File: src/design/nsp_ram.sv
// single-port-write, single-port-read synchronous store with per-entry valid bits
// an entry never written reads as zero; no package dependency
module nsp_ram #(
   parameter int WIDTH = 48,
   parameter int DEPTH = 8
) (
   input  logic                                     clock,
   input  logic                                     reset,
   input  logic                                     wr_en,
   input  logic [((DEPTH > 1) ? $clog2(DEPTH) : 1)-1:0] wr_addr,
   input  logic [WIDTH-1:0]                         wr_data,
   input  logic                                     rd_en,
   input  logic [((DEPTH > 1) ? $clog2(DEPTH) : 1)-1:0] rd_addr,
   output logic [WIDTH-1:0]                         rd_data
);

   logic [WIDTH-1:0] mem [DEPTH];
   logic [DEPTH-1:0] valid_ff;
   logic [WIDTH-1:0] rd_data_ff;

   // storage write
   always_ff @(posedge clock) begin
      if (wr_en) begin
         mem[wr_addr] <= wr_data;
      end
   end

   // valid bits, cleared at reset
   always_ff @(posedge clock) begin
      if (reset) begin
         valid_ff <= '0;
      end else if (wr_en) begin
         valid_ff[wr_addr] <= 1'b1;
      end
   end

   // registered read, unwritten entries read as zero
   always_ff @(posedge clock) begin
      if (rd_en) begin
         rd_data_ff <= valid_ff[rd_addr] ? mem[rd_addr] : '0;
      end
   end

   assign rd_data = rd_data_ff;

endmodule

File: config.mk
export PLATFORM = sky130hd
export DESIGN_NAME = nsp_ram
export DESIGN_NICKNAME = d
export VERILOG_FILES = /design/src/design/nsp_ram.sv
export SDC_FILE = /design/constraint.sdc
export NUM_CORES = 1
export LEC_CHECK = 0
export BUFFER_PORTS_ARGS = -buffer_cell sky130_fd_sc_hd__clkbuf_2
export CORE_MARGIN = 5
export CORE_UTILIZATION = 55
export CTS_CLUSTER_DIAMETER = 150
export DETAILED_ROUTE_END_ITERATION = 10
export PLACE_DENSITY_LB_ADDON = 0.3
export SLEW_MARGIN = 20
export SYNTH_ARGS = -nofsm -noshare
export SYNTH_HDL_FRONTEND = slang
export SYNTH_SLANG_ARGS = --single-unit
File: constraint.sdc
create_clock -name clock -period 12 [get_ports clock]
set_input_delay 2.4 -clock clock [delete_from_list [all_inputs] [get_ports clock]]
set_output_delay 2.4 -clock clock [all_outputs]
set_load 0.01 [all_outputs]
=== Word-level counts from Yosys, hierarchy flattened ===
Memories as Yosys holds them, arrays and structs flattened. A register that Yosys moved wholly into a read port is not among the register bits.
Index checks and enable logic that the tools add are counted.

* Bits in registers: 8
* Latch bits: 0
* Memory bits (writable): 384
* Bits in read-only memories: 0
* Input port bits: 58
* Output and inout port bits: 48
* Word-level logic and storage cells: 14
* Memories kept: 1

{| class="wikitable"
|+ Memories
! name !! words !! bits a word !! rd ports !! clocked after Yosys merged registers in !! wr ports !! RTL line !! source
|-
| mem || 8 || 48 || 1 || 1 || 1 || 17 || <nowiki>logic [WIDTH-1:0] mem [DEPTH];</nowiki>
|}

* Add/subtract/negate cells: 0
* Multipliers: 0
* Divide/modulo/power cells: 0
* $lt $le $gt $ge: 3
* Equal/unequal tests: 0
* Shift operators: 0
* Multiplexer cells: 6
* Bitwise logic cells: 1
* Reduce and logical (&&, ||, !) cells: 2

{| class="wikitable"
|+ Operators by type and width
! kind !! number
|-
| $lt A3 B4 Y1 const B || 2
|-
| $or A8 B8 Y8 || 1
|-
| $mux W1 || 4
|-
| $bmux W1 S3 || 1
|-
| $demux W1 S3 || 1
|-
| $ge A3 B1 Y1 const B || 1
|-
| $logic_and A1 B1 Y1 || 1
|-
| $logic_not A1 Y1 || 1
|}

=== Depth between registers and ports, before layout ===
* Word-level depth: 5
* Gate-level depth with buffers: 6
* Depth with buffers taken out: 3

=== Worst setup path after synthesis ===
No wires, ideal clock.

* Path kind: input to register
* Start point: in wr_addr[0] (netlist bit)
* End point: mem mem[0][0] (enable)
* Setup time: 0.595 ns
* Arrival time: 7.543 ns
* Required time: 11.405 ns
* Slack: 3.862 ns
* Cell stages on the path: 1
* Path buffers: 0
* Cells stage by stage: nor4b_1

{| class="wikitable"
|+ RTL lines
! item !! RTL line !! source
|-
| from (decl) || 10 || <nowiki>input logic [((DEPTH > 1) ? $clog2(DEPTH) : 1)-1:0] wr_addr,</nowiki>
|-
| to (decl) || 17 ||
|}

No word-level cell before the write port.

=== Worst setup path after layout ===
* Start point: in rd_addr[2] (netlist bit)
* End point: reg rd_data_ff[16] (netlist: rd_data[16]) (read register of mem) (data pin)

* Longest elaborated chain between the ends: 3

{| class="wikitable"
|+ RTL lines
! item !! RTL line !! source
|-
| from (decl) || 13 || <nowiki>input logic [((DEPTH > 1) ? $clog2(DEPTH) : 1)-1:0] rd_addr,</nowiki>
|-
| $bmux W1 S3 || 40 || <nowiki>rd_data_ff <= valid_ff[rd_addr] ? mem[rd_addr] : '0;</nowiki>
|-
| $mux W1 (implied by the code) || 40 ||
|-
| $logic_not A1 Y1 (no line) || -- ||
|-
| to (decl) || 19 || <nowiki>logic [WIDTH-1:0] rd_data_ff;</nowiki>
|}

Several ways; a longest one is shown, not always the timed one. The select of a mux whose other input is x is not followed.
A chain may end at the register's enable or synchronous reset.

==> impl_metrics.toml <==
[synth]
syn_inst = 691
synth_edf_count = 432
syn-cell-area_um2 = 16300
muxShareOfSynthArea_pct = 16.5
synth_compound_area_share_pct = 0.184
yosysWarnings = 0
syn_area_per_cell_um2 = 23.6
synth_nets = 749
yosysUniqueCellTypes = 17
synth-simple-area-share_pct = 1.78
synthFlopType = "edfxtp_1"
synth_xor_area_share_pct = 0
synth_seq_cells = 440
synth-seq-area-share_pct = 80.4
synth_async_sr_flop_share_pct = 0
synthAdderAreaFrac_pct = 0
synth_top_family_by_area = "multiplexers"

[clock_tree]
holdBufCountCts = 0
clock_sinks = 440
h-tree-depth = 2
cts_setup_buffers = 0
cts_max_path_buffers = 3
numCtsBuffers = 44
clk_pin_slew_worst_paths_ns = 0.06
cts-root-buf = "clkbuf_16"
cts_tree = "yes"
clk_latency_ns = 0.53
post_cts_resized = 0

[placed_design]
dp_slack_ns = 6.61
place_congestion = 0.659
hpwl_um = 15300
port_buffers = 105

[route]
drc = 0
vias = 7322
via_per_inst = 5.90
drt-total-wl_um = 31300
antenna_left = 0
drtIter0Drc = 533
dr.pass1.iters = 5
routedWlPerCell_um = 25.2

[floorplan]
fp.coreArea_um2 = 29500
die_h_um = 182
rows = 63
initial_core_util_pct = 55.4
ios = 106
chipWidth_um = 182
die_area_um2 = 33200

[power]
leakagePower_nw = 6.25
ir_worst_vdd_uv = 116
powerDensity_nw_per_um2 = 170

[global_route]
grt_pass1_wl_um = 47400
gr-total-overflow = 0
antenna_found_initial = 2
grt_max_degree = 63
grtUsageTotal_pct = 19.1
grt_pass1_vias = 7834

[worst_setup_path]
cp-start-kind = "input pin"
crit_end = "rd_data[16]"
rr_startpoint = "valid_ff[5]"
ff2ff_path_depth = 4
cp_max_fo = 50
r2r_end = "rd_data[16]"
arrival_ns = 5.12
worstSetupEndpointType = "register"
critPathRequiredTime_ns = 12.25
crit_type = "input pin to register"
ff2ff_setup_slack_ns = 9.54
critPathLaunch = "rd_addr[2]"

[timing]
relSlewSlack_pct = 24.6
clock.fmax_mhz = 206
skew_ns = 0.0163
tns_ns = 0
slew_violations = 0
setup_violations = 0
hold_viol_final = 0
worst_slew_pin_slew_ns = 1.13
fin_crit_sh_pct = 40.5
rsz0062_at_grt = "no"
setup_slack_ns = 7.14
period_needed_ns = 4.86

[cells_and_area]
fin_nets = 877
area_delta_synth_final_pct = 14.2
final_core_util_pct = 63.3
drive_above_1_share_pct = 33.0

[min_path]
hold_path_class = "register to register"

[flow_run]
drv_cap = 0

[run_status]
outcome = "finished, final reports clean"
==> flip-flops by register name, summed over array words and instances, names as in the netlist <==
| register | flops |
|---|---|
| rd_data | 48 |
| mem | 384 |
| valid_ff | 8 |
==> worst min path at each step <==
| stage | startpoint | end | slack (ns) | cells past startpoint |
|---|---|---|---|---|
| floorplan | valid_ff[6] | valid_ff[6] | 0.43 | 2 |
| global placement | valid_ff[1] | valid_ff[1] | 0.45 | 2 |
| detailed placement | valid_ff[7] | valid_ff[7] | 0.47 | 1 |
| CTS | valid_ff[7] | valid_ff[7] | 0.48 | 1 |
| global route | valid_ff[7] | valid_ff[7] | 0.50 | 1 |
| finish | valid_ff[7] | valid_ff[7] | 0.48 | 1 |
==> placed cells by master, fill, tap and decap left out <==
cell / instances
mux2i_1: 48
mux2i_4: 1
clkinv_1: 12
o21ba_2: 3
diode_2: 1
bufinv_16: 2
edfxtp_1: 432
nor4bb_4: 2
inv_8: 1
buf_6: 1
nor3b_2: 1
buf_4: 12
clkinvlp_4: 1
clkbuf_1: 10
nor2_1: 58
clkinv_2: 7
dfxtp_1: 8
mux4_2: 98
clkbuf_16: 45
and4b_4: 2
buf_2: 1
nor3_2: 1
nand2_1: 2
nor2_4: 1
nor4b_2: 1
clkbuf_2: 101
==> synthesized netlist by cell type, types with 2 or more instances <==
master,number,area share (%)
mux4_2,98,14
nor4bb_1,2,0.12
nor2_1,59,1.4
mux2i_1,49,3.0
buf_2,16,0.49
dfxtp_1,8,0.98
o21ba_2,3,0.18
nand2_1,2,0.046
buf_1,2,0.046
buf_4,6,0.28
buf_6,2,0.14
edfxtp_1,432,79
clkbuf_1,7,0.16
and4b_1,2,0.12
==> power breakdown <==
part	internal, W	total (W)	switching [W]
logic	0.0000681	0.000157	0.0000890
registers	0.00174	0.00176	0.0000145
clock network	0.000728	0.00126	0.000529
total	0.00254	0.00317	0.000632
==> layer usage <==
metal  share of wire (%)  vias to the layer above  track usage (%)
met4                 2.1                        2             5.04
met5               0.064                        -                0
met2                  52                      261             33.0
met1                  40                     3862             25.6
met3                 6.1                       60             3.21
li1                    -                     3137                -
==> area by class of cell <==
class,count,area [um2]
flip-flops and latches,440,13100
fillers,1991,10800
multi-input cells,218,3090
clock buffers,55,1160
repair buffers,115,612
well taps,390,488
clock inverters,23,159
diodes,1,2.50
==> critical path, cell delays in order <==
cell and delay (ns):
buf_4 0.81, mux4_2 0.46, mux2i_4 0.70, buf_4 0.52
nor2_1 0.13
==> metrics by stage <==
stage	hold slack (ns)	instance area, um2	power, W	instances
final	0.477	18600	0.00317	1242
after floorplan	0.435	16300	0.00188	691
after global routing	0.501	18600	0.00328	1242
after detailed placement	0.465	17300	0.00195	1163
after CTS	0.479	18600	0.00320	1241
after global placement	0.448	17300	0.00194	1163
==> logic make-up after synthesis <==
logic type             Yosys count
flip-flops                     440
multiplexers                   147
AND/OR/NAND/NOR                 68
buffers and inverters           33
AO/OA/AOI/OAI                    3
Note: power is estimated with default switching activity, not from simulation.
