`config.mk`:
```
export PLATFORM = sky130hd
export DESIGN_NAME = nsp_seq
export DESIGN_NICKNAME = d
export VERILOG_FILES = /design/src/design/nsp_pkg.sv /design/src/design/nsp_seq.sv
export SDC_FILE = /design/constraint.sdc
export NUM_CORES = 1
export LEC_CHECK = 0
export BUFFER_PORTS_ARGS = -buffer_cell sky130_fd_sc_hd__buf_4
export CAP_MARGIN = 25
export CORE_UTILIZATION = 35
export DETAILED_ROUTE_END_ITERATION = 10
export GPL_ROUTABILITY_DRIVEN = 0
export GPL_TIMING_DRIVEN = 0
export PLACE_DENSITY_LB_ADDON = 0.1
export SLEW_MARGIN = 20
export SYNTH_ARGS = -nofsm -noshare
export SYNTH_HDL_FRONTEND = slang
export SYNTH_SLANG_ARGS = --single-unit
export TNS_END_PERCENT = 20
```
`constraint.sdc`:
```
create_clock -name clock -period 1.85 [get_ports clock]
set_input_delay 0.37 -clock clock [delete_from_list [all_inputs] [get_ports clock]]
set_output_delay 0.37 -clock clock [all_outputs]
set_load 0.02 [all_outputs]
```
`src/design/nsp_pkg.sv`:
```
// shared types and codes for the nearest speaker panner
// no dependencies; used by nsp_seq and nearest_speaker_panner
package nsp_pkg;

   // input item kinds
   localparam logic [1:0] KIND_POINT   = 2'd0;
   localparam logic [1:0] KIND_DIFFUSE = 2'd1;
   localparam logic [1:0] KIND_SAMPLE  = 2'd2;
   localparam logic [1:0] KIND_LOAD    = 2'd3;

   // per-speaker operations run through the pipeline
   localparam logic [1:0] OP_SEARCH  = 2'd0;
   localparam logic [1:0] OP_POINT   = 2'd1;
   localparam logic [1:0] OP_DIFFUSE = 2'd2;
   localparam logic [1:0] OP_SAMPLE  = 2'd3;

   // configuration register indexes
   localparam int         CSR_INDEX_W       = 1;
   localparam logic [0:0] CSR_SPEAKER_COUNT = 1'd0;
   localparam logic [0:0] CSR_RAMP_SHIFT    = 1'd1;

   // one pipeline slot: which speaker, which operation
   typedef struct packed {
      logic       valid;
      logic [1:0] op;
      logic [2:0] idx;
      logic       last;
   } ctl_type;

endpackage

```
`src/design/nsp_seq.sv`:
```
// sequencer: walks the active speakers once per pass and tracks pipeline slots
// uses nsp_pkg for operation codes and the slot struct
module nsp_seq (
   input  logic             clock,
   input  logic             reset,
   input  logic             adv,
   input  logic             start,
   input  logic [1:0]       start_op,
   input  logic [2:0]       last_idx,
   output logic             busy,
   output nsp_pkg::ctl_type issue,
   output nsp_pkg::ctl_type c1,
   output nsp_pkg::ctl_type c2,
   output nsp_pkg::ctl_type c3
);

   localparam logic [1:0] ST_IDLE  = 2'd0;
   localparam logic [1:0] ST_ISSUE = 2'd1;
   localparam logic [1:0] ST_DRAIN = 2'd2;

   logic [1:0]       state_ff, state_in;
   logic [1:0]       op_ff, op_in;
   logic [2:0]       k_ff, k_in;
   nsp_pkg::ctl_type c1_ff, c2_ff, c3_ff;
   logic             empty;

   assign empty = !c1_ff.valid && !c2_ff.valid && !c3_ff.valid;

   // slot entering the read stage this cycle
   always_comb begin
      issue.valid = (state_ff == ST_ISSUE);
      issue.op    = op_ff;
      issue.idx   = k_ff;
      issue.last  = (k_ff == last_idx);
   end

   // pass control
   always_comb begin
      state_in = state_ff;
      op_in    = op_ff;
      k_in     = k_ff;
      case (state_ff)
         ST_IDLE: begin
            if (start) begin
               state_in = ST_ISSUE;
               op_in    = start_op;
               k_in     = 3'd0;
            end
         end
         ST_ISSUE: begin
            if (adv) begin
               if (k_ff == last_idx) begin
                  state_in = ST_DRAIN;
               end else begin
                  k_in = k_ff + 3'd1;
               end
            end
         end
         ST_DRAIN: begin
            // the nearest speaker is known only once the search pass has left the pipe
            if (empty) begin
               if (op_ff == nsp_pkg::OP_SEARCH) begin
                  state_in = ST_ISSUE;
                  op_in    = nsp_pkg::OP_POINT;
                  k_in     = 3'd0;
               end else begin
                  state_in = ST_IDLE;
               end
            end
         end
         default: begin
            state_in = ST_IDLE;
         end
      endcase
   end

   always_ff @(posedge clock) begin
      if (reset) begin
         state_ff <= ST_IDLE;
         op_ff    <= nsp_pkg::OP_SEARCH;
         k_ff     <= 3'd0;
      end else begin
         state_ff <= state_in;
         op_ff    <= op_in;
         k_ff     <= k_in;
      end
   end

   // pipeline slot shift
   always_ff @(posedge clock) begin
      if (reset) begin
         c1_ff <= '0;
         c2_ff <= '0;
         c3_ff <= '0;
      end else if (adv) begin
         c1_ff <= issue;
         c2_ff <= c1_ff;
         c3_ff <= c2_ff;
      end
   end

   assign busy = (state_ff != ST_IDLE);
   assign c1   = c1_ff;
   assign c2   = c2_ff;
   assign c3   = c3_ff;

endmodule

```
**Word level (Yosys, flattened, before mapping)**

Index checks and enable logic that the tools add are counted.
Widths: inputs -> output; s select.

- Flip-flop bits (word level): 28
- Logic and storage cells: 54

- Add/subtract/negate cells: 1
- Eq/ne operators: 9
- Reductions and logical operators: 13
- Muxes and demuxes: 16

Operator list:

| cell | number |
|---|---|
| $mux 3 | 5 |
| $mux 2 | 7 |
| $ne 2x2->1 const B | 6 |
| $pmux 3 s3 | 1 |
| $reduce_and 4->1 | 2 |
| $pmux 2 s3 | 1 |
| $reduce_and 6->1 | 1 |
| $logic_not 2->1 | 2 |
| $pmux 2 s2 | 1 |
| $reduce_bool 2->1 | 2 |
| $add 3x1->3 const B | 1 |
| $eq 3x3->1 | 1 |
| $logic_not 1->1 | 3 |
| $reduce_bool 3->1 | 1 |
| $eq 2x1->1 const B | 1 |
| $eq 2x2->1 const B | 1 |
| $logic_and 1x1->1 | 2 |
| $mux 1 | 1 |

**Logic depth before layout (Yosys ltp)**

Gate-level depths: netlist of run 1.

- Depth in word-level cells: 5
- Gate-level depth with buffers: 6
- Gate-level depth less buffers: 5

**Least setup slack after synthesis of run 1**

Ideal clock, no wire load.

- Path type: reg-to-reg
- Start point: reg k_ff[2]
- End point: reg k_ff[2]
- Cell stages (with the launch flop): 6
- Arrival: 1.519 ns
- Setup time: 0.073 ns
- Path slack: 0.258 ns
- Path buffers: 1
- Cells stage by stage: dfxtp_1 -> xnor2_1 -> and3_1 -> buf_6 -> or4b_1 -> o211ai_2

RTL lines:

| item | RTL line | text |
|---|---|---|
| start: declaration | nsp_seq.sv:23 | `logic [2:0] k_ff, k_in;` |
| start signal: assignment | nsp_seq.sv:85 | `k_ff <= k_in;` |

==> results of run 1 <==
## cells in the final DEF, fill, tap and decap left out, types with 2 or more instances in the layout
master,synthesis,routed
a21oi_1,2,2
a31oi_1,2,2
buf_2,3,3
buf_4,1,36
clkbuf_1,5,5
clkbuf_4,0,3
dfxtp_1,28,26
dfxtp_2,0,2
inv_1,6,6
mux2i_1,22,22
nand2_1,4,4
nor2_1,28,28
nor3_1,3,3
xnor2_1,3,2
## stage by stage
stage / utilization, % / std cells / instance area [um2] / hold slack (ns)
floorplan: - / 123 / 1170 / 0.518
global placement: 47.9 / 202 / 1490 / 0.476
detailed placement: 47.9 / 202 / 1490 / 0.480
CTS: 48.7 / 205 / 1510 / 0.295
global route: 49.0 / 205 / 1520 / 0.300
finish: 49.0 / 205 / 1520 / 0.296
## where the power goes
group          internal [uW]  switching [uW]
combinational           70.9            86.9
clock                   76.4             171
sequential               617            13.3
total                    764             271
## how the worst max path moves through the flow
stage	from	endpoint	slack, ns	cells after the start
finish	k_ff[1]	issue[0]	0.11	4
global route	k_ff[1]	issue[0]	0.01	4
CTS	k_ff[2]	issue[0]	0.03	4
detailed placement	reset	k_ff[2]	0.20	5
global placement	reset	k_ff[2]	0.22	5
floorplan	k_ff[2]	k_ff[2]	0.26	5
## flip-flops by register name (all words and copies together) (netlist names)
register	cells
c2	7
c1	7
k_ff	3
c3	7
state_ff	2
op_ff	2
## per-layer routing
metal  up-vias  track usage (%)  part of all wire (%)
li1        494                -                     -
met1       451             19.5                    50
met2        23             23.5                    45
met3         5             3.25                   4.6
met4         0             4.98                   1.3
met5         -                0                     0
## synthesized netlist by cell type
| cell type | number |
|---|---|
| dfxtp_1 | 28 |
| nor2_1 | 28 |
| mux2i_1 | 22 |
| inv_1 | 6 |
| clkbuf_1 | 5 |
| nand2_1 | 4 |
| buf_2 | 3 |
| nor3_1 | 3 |
| xnor2_1 | 3 |
| a21oi_1 | 2 |
| a31oi_1 | 2 |
| a211o_1 | 1 |
| a32oi_1 | 1 |
| and3_1 | 1 |
| and4_2 | 1 |
| buf_4 | 1 |
| buf_6 | 1 |
| ha_1 | 1 |
| mux2_2 | 1 |
| nand3_1 | 1 |
| nand3b_1 | 1 |
| nor3b_1 | 1 |
| nor4_1 | 1 |
| o211ai_2 | 1 |
| o21bai_1 | 1 |
| o31ai_1 | 1 |
| o32ai_1 | 1 |
| or4b_1 | 1 |
## kinds of logic (layout without fill, tap and decap cells)
family,Yosys count,after routing
fa+ha+maj,1,1
simple gates,42,42
mux,23,23
xor+xnor,3,3
buf+inv,16,54
compound gates,10,10
flops,28,28
## critical path, cell delays in order (launching register included)
cell,delay (ns)
dfxtp_1,0.47
xnor2_2,0.14
and3_1,0.17
buf_6,0.13
buf_4,0.14
## cell type report
class,instances,area [um2],share of cell area [%]
inverter,6,22.5,1.48
multi-input combinational,79,542,35.6
clock buffer,3,22.5,1.48
tap,44,55.1,3.62
sequential,28,563,37.0
buffer,10,52.6,3.46
timing repair buffer,35,263,17.3
## timing repair
action                                  in CTS  in global routing
endpoints found under the hold margin        0                  0
endpoints found under the setup margin       0                  1
gates resized for setup                      0                  3
==> flow_metrics.tcl, run 1 <==
set metrics [dict create \
    arrival_ns 1.37 \
    setup_tns_ns 0 \
    p_per_area_nw_per_um2 681 \
    cts-root-buf "clkbuf_4" \
    relSlewSlack_pct 67.1 \
    wire_per_inst_um 11.9 \
    setup.worst_path.end_class "primary output" \
    io_pins 38 \
    avgSynthCellArea_um2 9.51 \
    core_area_um2 3100 \
    tightest_slew_ns 0.489 \
    via_per_inst 4.75 \
    rsz0062_at_grt "no" \
    grt_use_total_pct 14.7 \
    grt_overflow 0 \
    synth_cell_types 28 \
    timing.rr.start "state_ff[1]" \
    synthSimpleGateAreaFrac_pct 16.0 \
    die_y_um 59.8 \
    critPathLaunchType "flop" \
    drive_above_1_share_pct 30.4 \
    htreeDepth 1 \
    synth_top_family_by_area "multiplexers" \
    setup_viol 0 \
    clk_pin_slew_ns 0.15 \
    ir_drop_mv 0.313 \
    hp-class "in2reg" \
    drt_wl_total_um 2430 \
    hpwl_um 1790 \
    timing.rr.end "k_ff[2]" \
    diodes 0 \
    min_period_ns 1.74 \
    route.detailed.drc 0 \
    synth_xor_area_share_pct 2.25 \
    cts_hold_buf 0 \
    synth_area_um2 1170 \
    ys_warn_count 0 \
    clock.fmax_ghz 0.574 \
    min_to "op_ff[1]" \
    cp.required_ns 1.48 \
    hold_depth 3 \
    post-cts-setup-buffer-count 0 \
    cts_sinks 28 \
    grt_pass1_vias 884 \
    synth.yosys.seq_area_share_pct 47.9 \
    die_w_um 59.8 \
    synthMuxAreaShare_pct 19.8 \
    cts_tree "yes" \
    antenna_found_initial 0 \
    r2r_slack_ns 0.28 \
    synth.area.top_cells "dfxtp_1, mux2i_1, nor2_1" \
    period_share_pct 94.1 \
    dr.pass1.iters 4 \
    grt_pass1_wl_um 3970 \
    drv_cap 0 \
    power.total_uw 1040 \
    syn_nets 133 \
    nFillCells 301 \
    row_count 20 \
    clockBufferDepth 2 \
    status "finished clean" \
    vias 973 \
    hold_viol 0 \
    power_leakage_uw 0.000718 \
    hp-start "start_op[1]" \
    synth_compound_area_share_pct 6.52 \
    nets 173 \
    path_class "reg2out" \
    synth.top_cell.area_share_pct 47.9 \
    grt_max_degree 15 \
    ff2ff_path_depth 5 \
    dp_slack_ns 0.199 \
    synth_fa_ha_area_share_pct 1.07 \
    cp_max_fo 7 \
    ant_nets 0 \
    io_buffers 35 \
    start_util_pct 37.7 \
    syn_inst 123 \
    area_growth_pct 29.9 \
    drtIter0Drc 31 \
    slew_violations 0 \
    die-area_um2 3580 \
    finalWorstSetupSlack_ns 0.109 \
    worstSkewPairLatency_ns 0.32 \
    clock_skew_ns 0.00981 \
    numCtsBuffers 3 \
    yosysTopAreaCell "dfxtp_1" \
    synth_seq_cells 28 \
]
No activity file was read; power rests on OpenSTA's default activity.
==> inputs of run 2 (changes only) <==
--- a/config.mk
+++ b/config.mk
@@ -12,6 +12,7 @@
 export GPL_ROUTABILITY_DRIVEN = 0
 export GPL_TIMING_DRIVEN = 0
 export PLACE_DENSITY_LB_ADDON = 0.1
+export RECOVER_POWER = 25
 export SLEW_MARGIN = 20
 export SYNTH_ARGS = -nofsm -noshare
 export SYNTH_HDL_FRONTEND = slang
==> run 2 against run 1 <==
  * Largest power group unchanged
  * Register-to-register slack is essentially flat
  * Combinational power is essentially flat
  * Utilization shrank 0.081 points
  * Via count shrank 0.92%
  * First-iteration DRC count shrank 13%
  * Die area is the same
  * Maximum frequency is essentially flat
  * Final area shrank 0.16%
  * Sequential power is essentially flat
  * Clock skew shrank 0.0016 ns
==> flow_metrics.tcl, run 2 (same netlist as run 1, synthesis figures left out) <==
set metrics [dict create \
    status "finished clean" \
    relSlewSlack_pct 54.0 \
    clock.fmax_ghz 0.574 \
    hold_viol 0 \
    drt_wl_total_um 2430 \
    cts_hold_buf 0 \
    start_util_pct 37.7 \
    cp_slowest_stage_delay_ns 0.47 \
    critPathLaunchType "flop" \
    drtIter0Drc 27 \
    cts-root-buf "clkbuf_4" \
    worstPathCellList "xnor2_2, and3_1, buf_6, buf_4" \
    arrival_ns 1.37 \
    final_cells 205 \
    slowest_stage "dfxtp_1" \
    mostFrequentLayoutCell "buf_4" \
    finalWorstSetupSlack_ns 0.109 \
    ir_drop_mv 0.312 \
    nets 173 \
    path_buf_inv 2 \
    ff2ff_path_depth 5 \
    cp.required_ns 1.48 \
    grt_use_total_pct 14.7 \
    wire_per_inst_um 11.8 \
    cp_top_family "flip-flops" \
    hold_depth 3 \
    via_per_inst 4.70 \
    tightest_slew_ns 0.690 \
    clk_pin_slew_ns 0.15 \
    rsz0062_at_grt "no" \
    die-area_um2 3580 \
    clock_skew_ns 0.00823 \
    setup_viol 0 \
    hp-class "in2reg" \
    setup.worst_path.end_class "primary output" \
    setup_tns_ns 0 \
    dr.pass1.iters 4 \
    io_buffers 35 \
    numCtsBuffers 3 \
    path_depth 4 \
    die_y_um 59.8 \
    grt_overflow 0 \
    worstSkewPairLatency_ns 0.32 \
    ctsResizeCount 0 \
    post-route-util_pct 48.9 \
    area_growth_pct 29.7 \
    path_class "reg2out" \
    final_cell_mix "buf_4, nor2_1, dfxtp_1" \
    clockBufferDepth 2 \
    dp_slack_ns 0.199 \
    dpl.cell_count 202 \
    hpwl_um 1790 \
    vias 964 \
    cts_tree "yes" \
    io_pins 38 \
    row_count 20 \
    grt_pass1_vias 884 \
    antenna_found_initial 0 \
    grt_pass1_wl_um 3970 \
    p_per_area_nw_per_um2 682 \
    slew_violations 0 \
    cts_sinks 28 \
    ant_nets 0 \
    core_area_um2 3100 \
    min_period_ns 1.74 \
    grt_max_degree 15 \
    post-cts-setup-buffer-count 0 \
    period_share_pct 94.1 \
    die_w_um 59.8 \
    drv_cap 0 \
    htreeDepth 1 \
    route.detailed.drc 0 \
    drive_above_1_share_pct 29.2 \
    cp_max_fo 7 \
    power_leakage_uw 0.000713 \
    diodes 0 \
]
==> run 2: changes by cell type in the layout (fill, tap and decap cells not counted) <==
cell      before  now
clkbuf_1       5    7
buf_2          3    1
==> run 2: area by class of cell <==
class	instances	area, um2
plain buffers	10	50.0
clock buffers	3	22.5
fillers	299	1590
inverters	6	22.5
multi-input cells	79	542
flip-flops and latches	28	563
well taps	44	55.1
repair buffers	35	263
==> run 2: through the flow <==
step / instance area [um2] / total power [uW] / hold WS, ns
final: 1520 / 1030 / 0.298
after global routing: 1520 / 1080 / 0.300
after CTS: 1510 / 1050 / 0.295
after detailed placement: 1490 / 801 / 0.480
after global placement: 1490 / 799 / 0.476
after floorplan: 1170 / 745 / 0.518
==> run 2: worst paths after layout <==
kind	startpoint	to	slack (ns)
max reg2reg	state_ff[1]	k_ff[2]	0.28
min	start_op[1]	op_ff[1]	0.30
min reg2reg	c3[5]	c3[5]	0.51
max	k_ff[1]	issue[0]	0.11
==> run 2: routing by layer <==
metal / vias to the layer above / global-route usage (%) / part of all wire, %
li1: 494 / - / -
met1: 442 / 19.5 / 49
met2: 23 / 23.5 / 45
met3: 5 / 3.25 / 4.6
met4: 0 / 4.98 / 1.3
met5: - / 0 / 0
==> run 2: report_power, final <==
group | internal [uW] | leakage (uW) | switching, uW
registers | 617 | 0.000228 | 13.2
logic | 70.9 | 0.000471 | 86.9
clock network | 76.3 | 0.0000138 | 170
total | 764 | 0.000713 | 270
==> run 2: worst register-to-register path: stages, from the launching register on <==
cell	delay (ns)
dfxtp_1	0.32
clkbuf_1	0.18
nor3b_1	0.29
nand2_1	0.12
or4b_1	0.50
o211ai_2	0.08
==> inputs of run 3 (changes only) <==
==> constraint.sdc (replaced) <==
create_clock -name clock -period 1.67 [get_ports clock]
set_input_delay 0.334 -clock clock [delete_from_list [all_inputs] [get_ports clock]]
set_output_delay 0.334 -clock clock [all_outputs]
set_load 0.02 [all_outputs]
==> run 3 against run 2 <==
  * Global-route usage is 0.23 points higher
  * Non-clock buffer count grew 2
  * Combinational power increased by 18%
  * Worst setup slack lost 0.037 ns
  * Final area rose by 4.2%
  * First-iteration DRC count decreased by 11%
  * Largest cell class unchanged
  * Critical path type unchanged
  * Largest power group unchanged
  * Power grew 11%
  * Die area is the same
  * Flip-flop and latch count is the same
  * Highest routed layer unchanged
  * Clock-buffer cell count unchanged
==> flow_metrics.tcl, run 3 (same netlist as run 1, synthesis figures left out) <==
set metrics [dict create \
    status "finished clean" \
    post-route-util_pct 51.0 \
    combPwrFrac_pct 16.1 \
    setup_viol 0 \
    row_count 20 \
    grt_pass1_vias 893 \
    grt_pass1_wl_um 4020 \
    die_w_um 59.8 \
    power_leakage_uw 0.000748 \
    cp_max_fo 7 \
    internal_power_uw 850 \
    worstSkewPairLatency_ns 0.32 \
    via_per_inst 4.63 \
    area_growth_pct 35.2 \
    rsz0062_at_grt "yes" \
    hp-class "in2reg" \
    drv_cap 0 \
    period_share_pct 95.7 \
    slew_violations 0 \
    die-area_um2 3580 \
    cp.required_ns 1.34 \
    die_y_um 59.8 \
    power.share.clock_pct 23.7 \
    clk_pin_slew_ns 0.15 \
    drtIter0Drc 24 \
    cts-root-buf "clkbuf_4" \
    nFillCells 295 \
    setup_tns_ns 0 \
    tightest_slew_ns 0.472 \
    nets 175 \
    min_to "op_ff[1]" \
    ir_drop_mv 0.347 \
    cts_sinks 28 \
    dpl.cell_count 202 \
    p_sw_uw 302 \
    setup.worst_path.end_class "primary output" \
    timing.rr.end "k_ff[2]" \
    final_cells 207 \
    clockBufferDepth 2 \
    arrival_ns 1.26 \
    hp-start "start_op[1]" \
    io_pins 38 \
    drive_above_1_share_pct 35.0 \
    start_util_pct 37.7 \
    mostFrequentLayoutCell "buf_4" \
    hpwl_um 1790 \
    cts_tree "yes" \
    io_buffers 35 \
    ant_nets 0 \
    hold_depth 3 \
    final_cell_mix "buf_4, nor2_1, dfxtp_1" \
    vias 959 \
    grt_use_total_pct 14.9 \
    dr.pass1.iters 4 \
    timing.rr.start "k_ff[1]" \
    cts_hold_buf 0 \
    antenna_found_initial 0 \
    wire_per_inst_um 11.8 \
    drt_wl_total_um 2440 \
    htreeDepth 1 \
    hold-worst-slack_ns 0.265 \
    p_seq_share_pct 60.2 \
    path_class "reg2out" \
    critPathLaunchType "flop" \
    clock_skew_ns 0.00720 \
    clock.fmax_ghz 0.626 \
    numCtsBuffers 3 \
    relSlewSlack_pct 68.3 \
    grt_max_degree 15 \
    p_per_area_nw_per_um2 729 \
    route.detailed.drc 0 \
    ff2ff_path_depth 5 \
    min_period_ns 1.60 \
    r2r_slack_ns 0.19 \
    diodes 0 \
    core_area_um2 3100 \
    hold_viol 0 \
    grt_overflow 0 \
    swShare_pct 26.2 \
]
==> run 3: how the worst max path moves through the flow <==
| stage | startpoint | end |
|---|---|---|
| after floorplan | k_ff[2] | k_ff[2] |
| after global placement | reset | k_ff[2] |
| after detailed placement | reset | k_ff[2] |
| after CTS | k_ff[1] | issue[0] |
| after global routing | k_ff[1] | issue[0] |
| final | k_ff[1] | issue[0] |
==> run 3: repair_timing <==
action / 4_1_cts / 5_1_grt
pin swaps: 0 / 3
setup buffers: 2 / 1
setup endpoints to repair: 2 / 3
gates cloned: 0 / 0
resized for setup: 6 / 8
==> run 3: layout make-up <==
class                   count  area, um2  area share, %
multi-input cells          79        569           36.0
repair buffers             38        289           18.3
well taps                  44       55.1           3.48
plain buffers               9       51.3           3.24
clock buffers               3       22.5           1.42
flip-flops and latches     28        572           36.2
inverters                   6       22.5           1.42
==> run 3: power groups by stage <==
| stage | clock (uW) | combinational (uW) | sequential [uW] |
|---|---|---|---|
| floorplan | 0 | 99.4 | 725 |
| global placement | 0 | 173 | 713 |
| CTS | 285 | 179 | 695 |
| finish | 273 | 186 | 694 |
| global route | 303 | 204 | 696 |
| detailed placement | 0 | 175 | 713 |
==> run 3: critical path: stages (launching register included) <==
cell     delay [ns]
dfxtp_4        0.38
xnor2_2        0.13
and3_1         0.18
buf_6          0.13
buf_6          0.13
==> run 3: metrics by stage <==
stage	cell area, um2	power, uW	setup WS, ns
after CTS	1530	1160	-0.00217
after floorplan	1170	825	0.0779
after global routing	1580	1200	-0.00547
after global placement	1490	885	0.0757
after detailed placement	1490	888	0.0553
final	1580	1150	0.0721
==> run 3: per-layer routing <==
metal,vias up,GRT usage (%),share of wire [%]
met2,20,24.3,45
met3,2,3.25,4.2
li1,498,-,-
met5,-,0,0
met1,439,19.5,50
met4,0,4.98,0.65
